### src/design/tsng_pkg.sv
// Shared types, register codes and constants for the tone generator.
// Also holds the sine series function that builds the quarter-wave ROM at elaboration.
// No dependencies.
package tsng_pkg;

  typedef enum logic [1:0] {
    MODE_SILENCE  = 2'd0,
    MODE_TRIANGLE = 2'd1,
    MODE_SINE     = 2'd2,
    MODE_NOISE    = 2'd3
  } mode_e;

  typedef enum logic {
    REG_MODE = 1'b0,
    REG_STEP = 1'b1
  } cfg_reg_e;

  // Control that travels with a word from the phase stage to the shaping stage
  typedef struct packed {
    logic use_rom;
    logic negate;
    logic last;
  } wave_ctl_t;

  localparam logic [15:0] NOISE_SEED = 16'hACE1;
  localparam logic [15:0] NOISE_TAPS = 16'hB400;

  localparam longint unsigned HALF_PI_Q30 = 64'd1686629713;
  localparam int unsigned TAYLOR_DIV [10] = '{6, 20, 42, 72, 110, 156, 210, 272, 342, 420};

  // sin(x) for x in Q2.30, rounded to Q1.15 and saturated at +1.0
  function automatic logic [15:0] sine_q15(input longint unsigned x);
    longint unsigned term;
    longint          sum;
    longint unsigned r;
    term = x;
    sum  = longint'(x);
    for (int k = 1; k <= 10; k++) begin
      term = (term * x) >> 30;
      term = (term * x) >> 30;
      term = term / 64'(TAYLOR_DIV[k-1]);
      if ((k % 2) == 1) begin
        sum = sum - longint'(term);
      end else begin
        sum = sum + longint'(term);
      end
    end
    if (sum < 0) begin
      sum = 0;
    end
    r = (64'(sum) + 64'd16384) >> 15;
    if (r > 64'd32767) begin
      r = 64'd32767;
    end
    return 16'(r);
  endfunction

endpackage

### src/design/tsng_phase.sv
// Phase stage: waveform state (triangle level, table walk, noise LFSR) and the
// registered word handed to the shaping stage. Uses tsng_pkg.
module tsng_phase #(
  parameter int TABLE_ENTRIES = 256,
  parameter int FRAC_BITS     = 16,
  localparam int IW = $clog2(TABLE_ENTRIES)
) (
  input  logic                     clk_i,
  input  logic                     rst_ni,
  input  logic                     advance_i,
  input  logic                     restart_i,
  input  tsng_pkg::mode_e          mode_i,
  input  logic [FRAC_BITS+1:0]     phase_step_i,
  input  logic                     last_i,
  output tsng_pkg::wave_ctl_t      ctl_o,
  output logic [15:0]              sample_o,
  output logic [IW-1:0]            idx_o
);

  localparam int SW   = FRAC_BITS + 2;
  localparam int TW   = FRAC_BITS + 3;
  localparam int PW   = IW + FRAC_BITS + 4;
  localparam int SH_R = (FRAC_BITS >= 15) ? FRAC_BITS - 15 : 0;
  localparam int SH_L = (FRAC_BITS < 15) ? 15 - FRAC_BITS : 0;
  localparam int UW   = FRAC_BITS + 2 + SH_L;

  localparam logic [SW-1:0]        STEP_MAX  = SW'(2) << FRAC_BITS;
  localparam logic signed [TW-1:0] ONE_T     = TW'(1) << FRAC_BITS;
  localparam logic signed [TW-1:0] TWO_T     = TW'(2) << FRAC_BITS;
  localparam logic signed [PW-1:0] END_S     = PW'(TABLE_ENTRIES) << FRAC_BITS;
  localparam logic signed [PW-1:0] TWO_END_S = PW'(TABLE_ENTRIES) << (FRAC_BITS + 1);
  localparam logic signed [PW-1:0] LIM_S     = PW'(TABLE_ENTRIES) << (FRAC_BITS + 2);
  localparam logic signed [PW-1:0] LAST_S    = PW'(TABLE_ENTRIES - 1);
  localparam logic [IW-1:0]        LAST_IDX  = IW'(TABLE_ENTRIES - 1);

  logic signed [TW-1:0] tri_level_q, tri_level_d;
  logic                 tri_falling_q, tri_falling_d;
  logic signed [PW-1:0] table_pos_q, table_pos_d;
  logic                 table_backward_q, table_backward_d;
  logic                 negative_half_q, negative_half_d;
  logic [15:0]          noise_q, noise_d;

  tsng_pkg::wave_ctl_t  ctl_q, ctl_d;
  logic [15:0]          sample_q, sample_d;
  logic [IW-1:0]        idx_q, idx_d;

  logic [SW-1:0]        step_sat;
  logic signed [TW-1:0] tri_step, tri_sum;
  logic [UW-1:0]        tri_u;
  logic [16:0]          tri_q17;
  logic [15:0]          tri_sample;
  logic signed [PW-1:0] sine_step, pos_sum, pos_fold, pos_shift;

  always_comb begin
    step_sat = (phase_step_i > STEP_MAX) ? STEP_MAX : phase_step_i;

    // Triangle: add the step, fold back at +-1.0
    tri_step      = $signed(TW'(step_sat));
    tri_sum       = tri_falling_q ? tri_level_q - tri_step : tri_level_q + tri_step;
    tri_falling_d = tri_falling_q;
    if (tri_sum > ONE_T) begin
      tri_level_d   = TWO_T - tri_sum;
      tri_falling_d = !tri_falling_q;
    end else if (tri_sum < -ONE_T) begin
      tri_level_d   = -TWO_T - tri_sum;
      tri_falling_d = !tri_falling_q;
    end else begin
      tri_level_d   = tri_sum;
    end
    // Offset into 0..2.0, align to 15 fraction bits, then re-center
    tri_u      = UW'(tri_level_d + ONE_T) << SH_L;
    tri_q17    = 17'(tri_u >> SH_R);
    tri_sample = tri_q17[16] ? 16'h7FFF : {~tri_q17[15], tri_q17[14:0]};

    // Sine: walk the quarter table, reflect at the far end, flip sign at zero
    sine_step        = $signed(PW'(step_sat)) * $signed(PW'(TABLE_ENTRIES));
    pos_sum          = table_backward_q ? table_pos_q - sine_step : table_pos_q + sine_step;
    table_backward_d = table_backward_q;
    negative_half_d  = negative_half_q;
    if (pos_sum >= END_S) begin
      pos_fold         = TWO_END_S - pos_sum;
      table_backward_d = !table_backward_q;
    end else if (pos_sum < 0) begin
      pos_fold         = -pos_sum;
      table_backward_d = !table_backward_q;
      negative_half_d  = !negative_half_q;
    end else begin
      pos_fold         = pos_sum;
    end
    if (pos_fold > LIM_S) begin
      table_pos_d = LIM_S;
    end else if (pos_fold < -LIM_S) begin
      table_pos_d = -LIM_S;
    end else begin
      table_pos_d = pos_fold;
    end
    pos_shift = table_pos_d >>> FRAC_BITS;
    if (table_pos_d < 0) begin
      idx_d = '0;
    end else if (pos_shift > LAST_S) begin
      idx_d = LAST_IDX;
    end else begin
      idx_d = IW'(pos_shift);
    end

    // Noise: shift first, then read
    noise_d = {1'b0, noise_q[15:1]} ^ (noise_q[0] ? tsng_pkg::NOISE_TAPS : 16'h0000);

    ctl_d.use_rom = (mode_i == tsng_pkg::MODE_SINE);
    ctl_d.negate  = negative_half_d;
    ctl_d.last    = last_i;
    case (mode_i)
      tsng_pkg::MODE_TRIANGLE: sample_d = tri_sample;
      tsng_pkg::MODE_NOISE:    sample_d = noise_d;
      default:                 sample_d = 16'h0000;
    endcase
  end

  always_ff @(posedge clk_i or negedge rst_ni) begin
    if (!rst_ni) begin
      tri_level_q      <= -ONE_T;
      tri_falling_q    <= 1'b0;
      table_pos_q      <= '0;
      table_backward_q <= 1'b0;
      negative_half_q  <= 1'b0;
      noise_q          <= tsng_pkg::NOISE_SEED;
    end else if (restart_i) begin
      tri_level_q      <= -ONE_T;
      tri_falling_q    <= 1'b0;
      table_pos_q      <= '0;
      table_backward_q <= 1'b0;
      negative_half_q  <= 1'b0;
    end else if (advance_i) begin
      // advance only the selected waveform
      case (mode_i)
        tsng_pkg::MODE_TRIANGLE: begin
          tri_level_q   <= tri_level_d;
          tri_falling_q <= tri_falling_d;
        end
        tsng_pkg::MODE_SINE: begin
          table_pos_q      <= table_pos_d;
          table_backward_q <= table_backward_d;
          negative_half_q  <= negative_half_d;
        end
        tsng_pkg::MODE_NOISE: begin
          noise_q <= noise_d;
        end
        default: begin
        end
      endcase
    end
  end

  always_ff @(posedge clk_i) begin
    if (advance_i) begin
      ctl_q    <= ctl_d;
      sample_q <= sample_d;
      idx_q    <= idx_d;
    end
  end

  assign ctl_o    = ctl_q;
  assign sample_o = sample_q;
  assign idx_o    = idx_q;

endmodule

### src/design/tsng_shape.sv
// Shaping stage: quarter-wave sine ROM built at elaboration, sign flip and
// waveform select. Uses tsng_pkg for the series function and control struct.
module tsng_shape #(
  parameter int TABLE_ENTRIES = 256,
  localparam int IW = $clog2(TABLE_ENTRIES)
) (
  input  tsng_pkg::wave_ctl_t ctl_i,
  input  logic [15:0]         sample_i,
  input  logic [IW-1:0]       idx_i,
  output logic [15:0]         sample_o
);

  logic [15:0] rom_w [TABLE_ENTRIES];
  logic [15:0] rom_val;

  for (genvar gi = 0; gi < TABLE_ENTRIES; gi++) begin : g_rom
    localparam longint unsigned ARG_Q30 =
      (tsng_pkg::HALF_PI_Q30 * 64'(gi)) / TABLE_ENTRIES;
    assign rom_w[gi] = tsng_pkg::sine_q15(ARG_Q30);
  end

  always_comb begin
    rom_val = rom_w[idx_i];
    if (ctl_i.use_rom) begin
      sample_o = ctl_i.negate ? (~rom_val + 16'd1) : rom_val;
    end else begin
      sample_o = sample_i;
    end
  end

endmodule

### src/design/triangle_sine_noise_tone_generator_core.sv
// Tone generator top level: configuration registers, two-stage pipeline
// control and output register. Uses tsng_pkg, tsng_phase and tsng_shape.
//
// Usage:
//   Config port: cfg_we_i writes cfg_wdata_i into the register at cfg_index_i
//   (mode, then phase_step) on the same edge. Any write restarts the triangle
//   and the sine; the noise LFSR keeps running from where it stood. Write only
//   while no word is in flight.
//   Input channel: one word per sample tick, carrying end_of_buffer_i.
//   Output channel: one stereo word per input word, the same sample on both
//   channels, last_o copied from end_of_buffer_i.
//   An input word passes through the phase stage register, then the output
//   register after the ROM read. Throughput is one word per cycle while the
//   receiver keeps up; the triangle, table walk and LFSR each close their
//   loop in the phase stage.
//   When the receiver stalls, the output register holds its word and the
//   phase stage holds one more; in_ready_o drops only when both are full.
//   Reset: mode is silence, phase_step is zero, the triangle sits at -1.0
//   rising, the table walk at entry zero in the positive half, and the LFSR
//   at its seed. The pipeline comes up empty.
module triangle_sine_noise_tone_generator_core #(
  parameter int TABLE_ENTRIES = 256,
  parameter int FRAC_BITS     = 16
) (
  input  logic                     clk_i,
  input  logic                     rst_ni,
  input  logic                     cfg_we_i,
  input  logic                     cfg_index_i,
  input  logic [FRAC_BITS+1:0]     cfg_wdata_i,
  input  logic                     in_valid_i,
  output logic                     in_ready_o,
  input  logic                     end_of_buffer_i,
  output logic                     out_valid_o,
  input  logic                     out_ready_i,
  output logic signed [15:0]       left_sample_o,
  output logic signed [15:0]       right_sample_o,
  output logic                     last_o
);

  localparam int IW = $clog2(TABLE_ENTRIES);

  tsng_pkg::mode_e      mode_q;
  logic [FRAC_BITS+1:0] step_q;

  logic                 in_accept;
  logic                 a_valid_q, a_valid_d;
  logic                 b_load;
  logic                 out_valid_q, out_valid_d;
  logic [15:0]          out_sample_q;
  logic                 out_last_q;

  tsng_pkg::wave_ctl_t  a_ctl;
  logic [15:0]          a_sample;
  logic [IW-1:0]        a_idx;
  logic [15:0]          b_sample;

  always_ff @(posedge clk_i or negedge rst_ni) begin
    if (!rst_ni) begin
      mode_q <= tsng_pkg::MODE_SILENCE;
      step_q <= '0;
    end else if (cfg_we_i) begin
      unique case (tsng_pkg::cfg_reg_e'(cfg_index_i))
        tsng_pkg::REG_MODE: mode_q <= tsng_pkg::mode_e'(cfg_wdata_i[1:0]);
        tsng_pkg::REG_STEP: step_q <= cfg_wdata_i;
      endcase
    end
  end

  // Advance a word into the output register whenever it is empty or draining
  always_comb begin
    b_load      = a_valid_q && (!out_valid_q || out_ready_i);
    in_ready_o  = !a_valid_q || b_load;
    in_accept   = in_valid_i && in_ready_o;
    a_valid_d   = in_accept || (a_valid_q && !b_load);
    out_valid_d = b_load || (out_valid_q && !out_ready_i);
  end

  always_ff @(posedge clk_i or negedge rst_ni) begin
    if (!rst_ni) begin
      a_valid_q   <= 1'b0;
      out_valid_q <= 1'b0;
    end else begin
      a_valid_q   <= a_valid_d;
      out_valid_q <= out_valid_d;
    end
  end

  tsng_phase #(
    .TABLE_ENTRIES(TABLE_ENTRIES),
    .FRAC_BITS    (FRAC_BITS)
  ) u_phase (
    .clk_i        (clk_i),
    .rst_ni       (rst_ni),
    .advance_i    (in_accept),
    .restart_i    (cfg_we_i),
    .mode_i       (mode_q),
    .phase_step_i (step_q),
    .last_i       (end_of_buffer_i),
    .ctl_o        (a_ctl),
    .sample_o     (a_sample),
    .idx_o        (a_idx)
  );

  tsng_shape #(
    .TABLE_ENTRIES(TABLE_ENTRIES)
  ) u_shape (
    .ctl_i    (a_ctl),
    .sample_i (a_sample),
    .idx_i    (a_idx),
    .sample_o (b_sample)
  );

  always_ff @(posedge clk_i) begin
    if (b_load) begin
      out_sample_q <= b_sample;
      out_last_q   <= a_ctl.last;
    end
  end

  assign out_valid_o    = out_valid_q;
  assign left_sample_o  = $signed(out_sample_q);
  assign right_sample_o = $signed(out_sample_q);
  assign last_o         = out_last_q;

  // An accepted word always lands in the phase stage
  a_accept_fills: assert property (@(posedge clk_i) disable iff (!rst_ni)
    in_accept |=> a_valid_q)
    else $error("accepted word did not enter the phase stage");

  // A word moved to the output register carries its own last flag
  a_last_follows: assert property (@(posedge clk_i) disable iff (!rst_ni)
    b_load |=> (out_valid_q && out_last_q == $past(a_ctl.last)))
    else $error("output word lost or last flag mismatched");

  // The clamped table index never runs past the last entry
  a_idx_in_range: assert property (@(posedge clk_i) disable iff (!rst_ni)
    (a_valid_q && a_ctl.use_rom) |-> (32'(a_idx) < TABLE_ENTRIES))
    else $error("table index beyond last entry");

  // Silence produces a zero word and never touches the ROM
  a_silence_zero: assert property (@(posedge clk_i) disable iff (!rst_ni)
    (a_valid_q && mode_q == tsng_pkg::MODE_SILENCE) |-> (a_sample == 16'h0000 && !a_ctl.use_rom))
    else $error("silence mode produced a nonzero word");

endmodule

### config.mk
export PLATFORM = sky130hd
export DESIGN_NAME = triangle_sine_noise_tone_generator_core
export DESIGN_NICKNAME = d
export VERILOG_FILES = /design/src/design/tsng_pkg.sv /design/src/design/tsng_phase.sv /design/src/design/tsng_shape.sv /design/src/design/triangle_sine_noise_tone_generator_core.sv
export SDC_FILE = /design/constraint.sdc
export NUM_CORES = 1
export LEC_CHECK = 0
export BUFFER_PORTS_ARGS = -buffer_cell sky130_fd_sc_hd__buf_2
export CORE_UTILIZATION = 51
export CTS_CLUSTER_SIZE = 12
export DETAILED_ROUTE_END_ITERATION = 7
export PLACE_DENSITY_LB_ADDON = 0.12
export SETUP_SLACK_MARGIN = 0.1
export SYNTH_ARGS = -nofsm -noshare
export SYNTH_HDL_FRONTEND = slang
export SYNTH_SLANG_ARGS = --single-unit
### constraint.sdc
create_clock -name clk_i -period 7.87 [get_ports clk_i]
set_input_delay 0 -clock clk_i [delete_from_list [all_inputs] [get_ports clk_i]]
set_output_delay 0 -clock clk_i [all_outputs]
set_load 0.05 [all_outputs]
* Word level (Yosys, flattened, before mapping)
Memories as Yosys holds them, arrays and structs flattened.
Index checks and enable logic that the tools add are counted.
** Storage, ports and cells
- Bits in registers :: 132
- Output and inout port bits :: 35
- ROM bits :: 4096
- Word-level logic and storage cells :: 112
- Memories kept :: 1
- Bits of input ports :: 25
** Memories
- (no name shown) :: words 256, bits a word 16, read ports 1, clocked after memory_dff 0, wr ports 0, line tsng_shape.sv:23 : rom_val = rom_w[idx_i];
** Cells by class
- Bitwise gates (word level) :: 6
- Reduce and logical (&&, ||, !) cells :: 27
- Add/subtract/negate cells :: 10
- Equal/unequal tests :: 3
- Magnitude comparators :: 10
- Mux-type cells :: 38
** Operators by type and width (count)
- two-way mux 28 bit :: 8
- two-way mux 19 bit :: 6
- two-way mux 16 bit :: 6
- less-than comparator 28 x 1 -> 1 bit (second input constant) :: 2
- case mux 16 bit (2 select lines) :: 1
- adder 28 x 27 -> 28 bit :: 1
- greater-or-equal comparator 28 x 26 -> 1 bit (second input constant) :: 1
- greater-than comparator 28 bit (second input constant) :: 1
- less-than comparator 28 x 27 -> 1 bit (second input constant) :: 1
- negator 28 bit :: 1
- subtractor 27 x 28 -> 28 bit (first input constant) :: 1
- subtractor 28 x 27 -> 28 bit :: 1
- adder 19 bit :: 1
- greater-than comparator 19 x 18 -> 1 bit (second input constant) :: 1
- less-than comparator 19 x 17 -> 1 bit (second input constant) :: 1
- subtractor 18 x 19 -> 19 bit (first input constant) :: 1
- subtractor 19 bit :: 1
- subtractor 19 bit (first input constant) :: 1
- adder 18 bit (second input constant) :: 1
- greater-than comparator 18 bit (second input constant) :: 1
- two-way mux 18 bit :: 1
- adder 16 x 1 -> 16 bit (second input constant) :: 1
- inverter 16 bit :: 1
- XOR 15 x 16 -> 16 bit :: 1
- other kinds (15) :: 52

* Longest topological paths before layout
Gate-level depths: netlist (run 1).
- Depth after elaboration :: 13
- Mapped depth :: 27
- Gate-level depth less buffers :: 24

* Hierarchy
A second synthesis (run 1) with hierarchy kept.
** Unflattened totals
- Cells, all modules :: 1868
- Area, all modules :: 14914.3 µm²
** By module, submodules not included
- tsng_phase :: times used 1, area each 8657.1 µm², cells each 1062, sequential area each 2451.1 µm²
- tsng_shape :: times used 1, area each 4750.8 µm², cells each 722, sequential area each 0.0 µm²
- triangle_sine_noise_tone_generator_core :: times used 1, area each 1506.4 µm², cells each 84, sequential area each 1061.0 µm²

* Worst setup path before layout (run 1)
No wires, ideal clock.
- Path kind :: register to register
- From :: reg step_q[5]
- To :: reg u_phase.sample_q[4], in the netlist u_phase.sample_o[4], data pin
- Clock period less this slack :: 5922 ps
- Data required time :: 7602 ps
- Setup time :: 268 ps
- Buffers on the path :: 4
- Cell stages (with the launch flop) :: 25
- Data arrival time :: 5654 ps
- Path slack :: 1948 ps
- Cell sequence :: dfrtp_1 buf_2 or4_1 nor3_2 and2_1 clkbuf_1 nand2_1 nand2_1 clkbuf_1 nand2_1 ha_1 o21ai_0 a21oi_1 o21ai_0 a2111oi_0 nor2_1 a21oi_1 nand2_1 or3b_2 nand2_1 o31a_1 ha_1 nor2_1 clkbuf_1 a31oi_1
** On the way
- Cells in the longest elaborated chain, start to end :: 10
- Elaborated cells between the ends (all ways) :: 14
- Classes of those cells :: 5 x add/sub; 3 x order compare; 6 x mux
** Ends and longest elaborated chain
- start, declared :: line triangle_sine_noise_tone_generator_core.sv:43 : logic [FRAC_BITS+1:0] step_q;
- start signal, assigned :: line triangle_sine_noise_tone_generator_core.sv:64 : tsng_pkg::REG_STEP: step_q <= cfg_wdata_i;
- greater-than comparator 18 bit :: line tsng_phase.sv:55 : step_sat = (phase_step_i > STEP_MAX) ? STEP_MAX : phase_step_i;
- two-way mux 18 bit (*) :: line tsng_phase.sv:55
- adder 19 bit or subtractor 19 bit (tied branches) :: line tsng_phase.sv:59 : tri_sum = tri_falling_q ? tri_level_q - tri_step : tri_level_q + tri_step;
- two-way mux 19 bit (*) :: line tsng_phase.sv:59
- subtractor 18 x 19 -> 19 bit or less-than comparator 19 x 17 -> 1 bit (tied branches) :: line tsng_phase.sv:65, tsng_phase.sv:64
- two-way mux 19 bit :: line tsng_phase.sv:64 : end else if (tri_sum < -ONE_T) begin
- two-way mux 19 bit (*) :: line tsng_phase.sv:61 : if (tri_sum > ONE_T) begin
- adder 18 bit (*) :: line tsng_phase.sv:71 : tri_u = UW'(tri_level_d + ONE_T) << SH_L;
- two-way mux 16 bit (*) :: line tsng_phase.sv:73 : tri_sample = tri_q17[16] ? 16'h7FFF : {~tri_q17[15], tri_q17[14:0]};
- case mux 16 bit (2 select lines) (*) :: line tsng_phase.sv:112 : case (mode_i)
- end signal, assigned :: line tsng_phase.sv:157 : sample_q <= sample_d;
- end, declared :: line tsng_phase.sv:44 : logic [15:0] sample_q, sample_d;
Mark *: on every way between the ends. The rest lies on a longest branch, timed or not.
A chain may end at the register's enable or synchronous reset.

* Worst setup path after layout (run 1)
- From :: reg step_q[3]
- To :: reg u_phase.table_pos_q[6]
** On the way
- Cells in the longest elaborated chain, start to end :: 13
- Elaborated cells between the ends (all ways) :: 18
- Classes of those cells :: 4 x add/sub; 5 x order compare; 9 x mux
** Ends and longest elaborated chain
- greater-than comparator 18 bit :: line tsng_phase.sv:55
- two-way mux 18 bit (*) :: line tsng_phase.sv:55
- adder 28 x 27 -> 28 bit or subtractor 28 x 27 -> 28 bit (tied branches) :: line tsng_phase.sv:77 : pos_sum = table_backward_q ? table_pos_q - sine_step : table_pos_q + sine_step;
- two-way mux 28 bit (*) :: line tsng_phase.sv:77
- negator 28 bit or less-than comparator 28 x 1 -> 1 bit (tied branches) :: line tsng_phase.sv:84, tsng_phase.sv:83
- two-way mux 28 bit :: line tsng_phase.sv:83 : end else if (pos_sum < 0) begin
- two-way mux 28 bit (*) :: line tsng_phase.sv:80 : if (pos_sum >= END_S) begin
- less-than comparator 28 x 27 -> 1 bit :: line tsng_phase.sv:92 : end else if (pos_fold < -LIM_S) begin
- two-way mux 28 bit :: line tsng_phase.sv:92
- two-way mux 28 bit (*) :: line tsng_phase.sv:90 : if (pos_fold > LIM_S) begin
- two-way mux 28 bit (*) :: line tsng_phase.sv:135 : case (mode_i)
- two-way mux 28 bit (*) :: line tsng_phase.sv:133 : end else if (advance_i) begin
- two-way mux 28 bit (*) :: line tsng_phase.sv:127 : end else if (restart_i) begin
- end signal, assigned :: line tsng_phase.sv:141 : table_pos_q <= table_pos_d;
- end, declared :: line tsng_phase.sv:38 : logic signed [PW-1:0] table_pos_q, table_pos_d;
Mark *: on every way between the ends. The rest lies on a longest branch, timed or not. The select of a mux whose other input is x is not followed.

==> results.py, run 1 <==
metrics = {
    "run_status": {
        "status": "complete, no violations",
    },
    "pwr": {
        "vdd_ir_drop_max_mv": 0.172,
        "finalPower_mw": 6.83,
        "p_leak_nw": 6.17,
        "power.density_nw_per_um2": 436,
    },
    "place": {
        "placed_area_um2": 14800,
        "dp_hpwl_um": 33400,
        "routabilityCongestion": 1.01,
        "io_buffers": 59,
        "place_ws_ns": 0.831,
    },
    "global_routing": {
        "antenna_found_initial": 1,
        "grt_use_total": 0.321,
        "grt_max_degree": 81,
        "gr-total-overflow": 0,
        "grt_pass1_vias": 13200,
        "grt_pass1_wl_um": 73100,
    },
    "worst_setup_path": {
        "cp_cell_sequence": "nor3_1, nor3b_1, and2_1, nand2_1, nand2_1, buf_4, nand2_1, xor2_1, ha_1, and2_1, nand3_1, a21oi_1, o21ai_0, a221o_1, o211a_1, nand2_1, buf_4, o2111ai_1, a2111o_1, o31ai_4, nand3_2, o31ai_1",
        "cp_max_fo": 18,
        "cp_slowest_cell": "a21oi_1",
        "path_common_cell": "nand2_1",
        "start_kind": "register",
        "critPathTopFamily": "compound AO/OA/AOI/OAI gates",
        "crit_required_ns": 8.18,
        "arrival_ns": 7.54,
        "crit_path_end_kind": "register",
        "critPathBufInv": 2,
        "path_class": "reg -> reg",
        "slowest_delay_ns": 0.61,
    },
    "timing": {
        "tightestPinTransition_ns": 1.17,
        "setup_viol": 0,
        "fin_crit_sh": 0.918,
        "slew_headroom": 0.219,
        "rsz0062_at_grt": "false",
        "hold_viol_final": 0,
        "finalWorstSetupSlack_ns": 0.644,
        "fmax_ghz": 0.138,
        "slew_violations": 0,
        "min_period_ns": 7.23,
        "fin_skew_ns": 0.0223,
        "final.setup.tns_ns": 0,
    },
    "finish": {
        "nFillCells": 2590,
        "layout.nets": 1912,
        "design_area_um2": 15700,
        "layout-drive-gt1-share": 0.130,
        "final_cell_mix": "nor2_1, nand2_1, o21ai_0, a21oi_1, dfrtp_1",
        "areaGrowthSynthToFinish_pct": 8.14,
        "antenna_cells": 0,
        "layout_commonest_cell": "nor2_1",
    },
    "synth": {
        "ys_seq_elements": 131,
        "syn_inst": 1837,
        "synth_edf_count": 44,
        "avgSynthCellArea_um2": 7.88,
        "ys_warn_count": 0,
        "ys_seq_area_frac": 0.243,
        "yosysUniqueCellTypes": 94,
        "syn-cell-area_um2": 14500,
        "synth_nets": 1938,
        "synth_flop_cell": "dfrtp_1",
        "ys_async_sr_fraction": 0.664,
    },
    "clock_network": {
        "cts_buffer_depth": 2,
        "root_buffer": "clkbuf_16",
        "h-tree-depth": 4,
        "cts_buffers": 17,
        "cts_tree": "yes",
        "clock_latency_ns": 0.43,
        "clock_sinks": 131,
        "clk_pin_slew_ns": 0.07,
    },
    "routing": {
        "num_vias": 14500,
        "drt_first_pass_iters": 6,
        "postRouteAntennaNets": 0,
        "post_drt_via_cell_ratio": 6.60,
        "drt-initial-drc-count": 1612,
        "drc": 0,
        "wl_per_cell_um": 21.0,
        "wirelength_um": 46200,
    },
    "floorplanning": {
        "ios": 60,
        "die_h_um": 170,
        "initial_core_util": 0.520,
        "die_w_um": 170,
        "core_area_um2": 27900,
        "placementRows": 61,
        "die_area_um2": 29100,
    },
    "job": {
        "drv_cap": 0,
    },
    "hold_path": {
        "hp-class": "in -> async",
    },
}
-- where the power goes --
group	internal, mW	leakage (nW)	switching, mW
Combinational	1.78	4.33	3.26
Clock	0.484	0.300	0.368
Sequential	0.854	1.55	0.0851
-- metal layers --
metal,share of wire,wire (um),GRT usage
met3,0.083,3840,0.0507
met4,0.038,1770,0.130
met1,0.43,20000,0.444
met5,0.00028,13,0
met2,0.45,20600,0.498
-- cell families after synthesis --
kind of cell,count (synthesis),synth area share
AND/OR/NAND/NOR,658,0.225
AO/OA/AOI/OAI,595,0.276
flip-flops,131,0.243
multiplexers,77,0.0733
buffers and inverters,211,0.0606
XOR/XNOR,89,0.0548
adder cells (fa/ha/maj),76,0.0678
-- cell usage after synthesis (17+ instances only) --
cell type	number	share of area
mux4_2	19	0.030
inv_1	52	0.013
o211ai_1	21	0.011
nor2_1	178	0.046
nand2b_1	36	0.016
or3_1	20	0.0086
and3_1	17	0.0073
dfrtp_1	76	0.13
xor2_1	42	0.025
a21oi_1	139	0.048
buf_4	17	0.0088
o31ai_1	21	0.011
a211oi_1	39	0.020
nor3_1	55	0.019
buf_2	17	0.0059
ha_1	72	0.062
or2_2	21	0.0091
edfxtp_1	44	0.091
a31oi_1	26	0.011
o21ai_0	141	0.049
nand3_1	40	0.014
clkbuf_1	105	0.027
xnor2_1	46	0.028
nand2_1	161	0.042
o311ai_0	17	0.010
nor2b_1	30	0.013
mux2_2	42	0.033
and2_1	23	0.0099
buf_1	18	0.0047
-- repair_timing --
| item | in CTS | in global routing |
|---|---|---|
| resized for setup | 0 | 1 |
| buffers inserted | 0 | 0 |
| endpoints found under the setup margin | 0 | 1 |
| hold endpoints to repair | 58 | 0 |
| hold buffers | 27 | 0 |
-- flip-flops by register name, indices dropped and copies added (netlist names), 2 cells and up --
register	cells
left_sample_o	16
mode_q	2
step_q	18
u_phase.ctl_o	3
u_phase.idx_o	8
u_phase.noise_q	16
u_phase.sample_o	16
u_phase.table_pos_q	27
u_phase.tri_level_q	19
-- final cells by class --
cell class	instances	area, um2	area share
flip-flops and latches	131	3510	0.224
inverters	54	203	0.0129
clock inverters	15	186	0.0119
repair buffers	112	763	0.0488
well taps	378	473	0.0302
clock buffers	17	425	0.0272
multi-input cells	1495	10100	0.645
-- final timing paths --
| check | startpoint | to | slack [ns] | cells past startpoint |
|---|---|---|---|---|
| max in group asynchronous | rst_ni | u_phase.table_pos_q[6] | 6.70 | 3 |
| worst min-delay path | rst_ni | u_phase.noise_q[14] | 0.07 | 2 |
| worst max register to register | step_q[3] | u_phase.table_pos_q[6] | 0.64 | 22 |
| min in group clk_i | cfg_we_i | u_phase.table_pos_q[21] | 0.13 | 3 |
| worst min register to register | u_phase.ctl_o[0] | last_o | 0.42 | 0 |
| worst max-delay path | step_q[3] | u_phase.table_pos_q[6] | 0.64 | 22 |
-- per-stage QoR --
step / util / instances / hold WS, ns
6_report: 0.562 / 2202 / 0.0676
5_1_grt: 0.562 / 2202 / 0.122
4_1_cts: 0.562 / 2202 / 0.0832
3_5_place_dp: 0.530 / 2143 / -0.00938
3_3_place_gp: 0.530 / 2143 / -0.0144
2_1_floorplan: - / 1837 / -0.296
(Power assumes the default switching activity.)
==> run 2: changes to the inputs <==
--- a/config.mk
+++ b/config.mk
@@ -7,9 +7,11 @@
 export LEC_CHECK = 0
 export BUFFER_PORTS_ARGS = -buffer_cell sky130_fd_sc_hd__buf_2
 export CORE_UTILIZATION = 51
+export CTS_BUF_LIST = sky130_fd_sc_hd__clkbuf_2 sky130_fd_sc_hd__clkbuf_4 sky130_fd_sc_hd__clkbuf_8
 export CTS_CLUSTER_SIZE = 12
 export DETAILED_ROUTE_END_ITERATION = 7
 export PLACE_DENSITY_LB_ADDON = 0.12
+export REMOVE_ABC_BUFFERS = 1
 export SETUP_SLACK_MARGIN = 0.1
 export SYNTH_ARGS = -nofsm -noshare
 export SYNTH_HDL_FRONTEND = slang
==> results.py, run 2 (synthesized netlist as in run 1, its figures left out) <==
metrics = {
    "clock_network": {
        "root_buffer": "clkbuf_8",
        "cts_buffers": 17,
        "clock_latency_ns": 0.47,
        "clock_sinks": 131,
        "cts_setup_buffers": 0,
        "clk_pin_slew_ns": 0.11,
        "cts_buffer_depth": 2,
        "cts_tree": "yes",
        "h-tree-depth": 4,
    },
    "timing": {
        "min_period_ns": 7.04,
        "tightestPinTransition_ns": 1.19,
        "hold_viol_final": 0,
        "slew_headroom": 0.204,
        "fmax_ghz": 0.142,
        "finalWorstSetupSlack_ns": 0.825,
        "rsz0062_at_grt": "false",
        "final.setup.tns_ns": 0,
        "fin_skew_ns": 0.0299,
        "setup_viol": 0,
        "fin_crit_sh": 0.895,
        "slew_violations": 0,
        "whs_ns": 0.0615,
    },
    "worst_setup_path": {
        "crit_path_end_kind": "register",
        "r2r_slack_ns": 0.83,
        "cp_max_fo": 15,
        "crit_end": "u_phase.table_pos_q[4]",
        "cp_slowest_cell": "or4_1",
        "cp_cell_sequence": "or4_1, nor3_2, and2_1, nand2_1, nand2_1, buf_4, nand2_1, xor2_1, ha_1, a21oi_1, o21ai_0, a21o_1, or4_1, nand3_1, o211ai_1, nor2_1, o21ai_0, a2111o_1, o31ai_4, nand3_2, o31ai_1",
        "r2r-end": "u_phase.table_pos_q[4]",
        "r2r-start": "step_q[5]",
        "slowest_delay_ns": 0.61,
        "path_common_cell": "nand2_1",
        "path_class": "reg -> reg",
        "r2r_cells": 21,
        "start_kind": "register",
        "arrival_ns": 7.42,
        "crit_required_ns": 8.25,
        "startpoint": "step_q[5]",
    },
    "place": {
        "dp_hpwl_um": 33200,
        "place_ws_ns": 0.861,
        "routabilityCongestion": 1.02,
        "io_buffers": 59,
    },
    "finish": {
        "antenna_cells": 0,
        "areaGrowthSynthToFinish_pct": 6.67,
        "layout-drive-gt1-share": 0.129,
        "max_flop_register": "u_phase.table_pos_q",
        "final_cell_mix": "nor2_1, nand2_1, o21ai_0, a21oi_1, dfrtp_1",
        "layout.nets": 1911,
        "largest_reg_flops": 27,
        "reg_top3": "u_phase.table_pos_q (27), u_phase.tri_level_q (19), step_q (18)",
        "nFillCells": 2621,
        "final_core_util": 0.554,
        "layout_commonest_cell": "nor2_1",
    },
    "routing": {
        "postRouteAntennaNets": 0,
        "drt-initial-drc-count": 1676,
        "post_drt_via_cell_ratio": 6.53,
        "wl_per_cell_um": 20.9,
        "num_vias": 14400,
        "wirelength_um": 46100,
        "drc": 0,
        "drt_first_pass_iters": 6,
    },
    "floorplanning": {
        "die_h_um": 170,
        "die_w_um": 170,
        "die_area_um2": 29100,
        "placementRows": 61,
        "core_area_um2": 27900,
        "ios": 60,
        "initial_core_util": 0.520,
    },
    "hold_path": {
        "hp-class": "in -> async",
    },
    "job": {
        "drv_cap": 0,
    },
    "pwr": {
        "p_leak_nw": 6.06,
        "intPower_mw": 2.87,
        "power.share.clock": 0.092,
        "power.density_nw_per_um2": 425,
        "switching_share": 0.562,
        "switchingPower_mw": 3.69,
        "vdd_ir_drop_max_mv": 0.257,
        "power_frac_seq": 0.145,
        "comb_power_share": 0.763,
    },
    "global_routing": {
        "grt_pass1_vias": 13000,
        "grt_max_degree": 148,
        "grt_use_total": 0.320,
        "antenna_found_initial": 0,
        "gr-total-overflow": 0,
        "grt_pass1_wl_um": 72700,
    },
    "run_status": {
        "status": "complete, no violations",
    },
}
[run 2: critical path: cells and delay by family, from the launching register on]
kind	cells	cell delay (ns)
xor gates and xnor gates	1	0.18
buffers and inverters	1	0.23
DFF	1	0.47
adders and majority gates	1	0.36
AOI/OAI and AO/OA	8	2.56
and+or+nand+nor	10	3.15
[run 2: repair_timing]
item,CTS,global route
hold endpoints to repair,63,0
resized for setup,0,0
endpoints found under the setup margin,0,0
hold buffers,27,0
[run 2: how the worst min path moves through the flow]
stage,slack (ns),end
after floorplan,-0.30,a_valid_q
after global placement,0.01,a_valid_q
after detailed placement,0.02,a_valid_q
after CTS,0.07,out_valid_o
after global routing,0.09,out_valid_o
final,0.06,out_valid_o
[run 2: per-stage QoR]
stage,power [mW],std cells,cell area [um2]
2_1_floorplan,4.46,1680,13800
3_3_place_gp,5.78,2142,14800
3_5_place_dp,5.80,2142,14800
4_1_cts,6.43,2201,15400
5_1_grt,6.99,2201,15400
6_report,6.56,2201,15400
[run 2: layout make-up]
class | instances | area [um2] | share of cell area
Clock inverter | 15 | 163 | 0.0105
Multi-Input combinational cell | 1495 | 10100 | 0.653
Timing Repair Buffer | 111 | 768 | 0.0497
Clock buffer | 17 | 234 | 0.0152
Sequential cell | 131 | 3510 | 0.227
Inverter | 54 | 203 | 0.0131
Tap cell | 378 | 473 | 0.0306
[run 2: routing by layer]
metal | GRT usage | vias to the layer above | routed length (um)
met5 | 0 | - | 0
met4 | 0.140 | 0 | 1770
met3 | 0.0444 | 112 | 3490
met2 | 0.494 | 663 | 20700
met1 | 0.444 | 6824 | 20200
li1 | - | 6764 | -
[run 2: power by group through the flow]
stage	registers, mW	clock network [mW]	logic, mW
2_1_floorplan	1.34	0	3.12
3_3_place_gp	0.961	0	4.82
3_5_place_dp	0.964	0	4.84
4_1_cts	0.950	0.609	4.87
5_1_grt	0.966	0.634	5.39
6_report	0.951	0.601	5.00
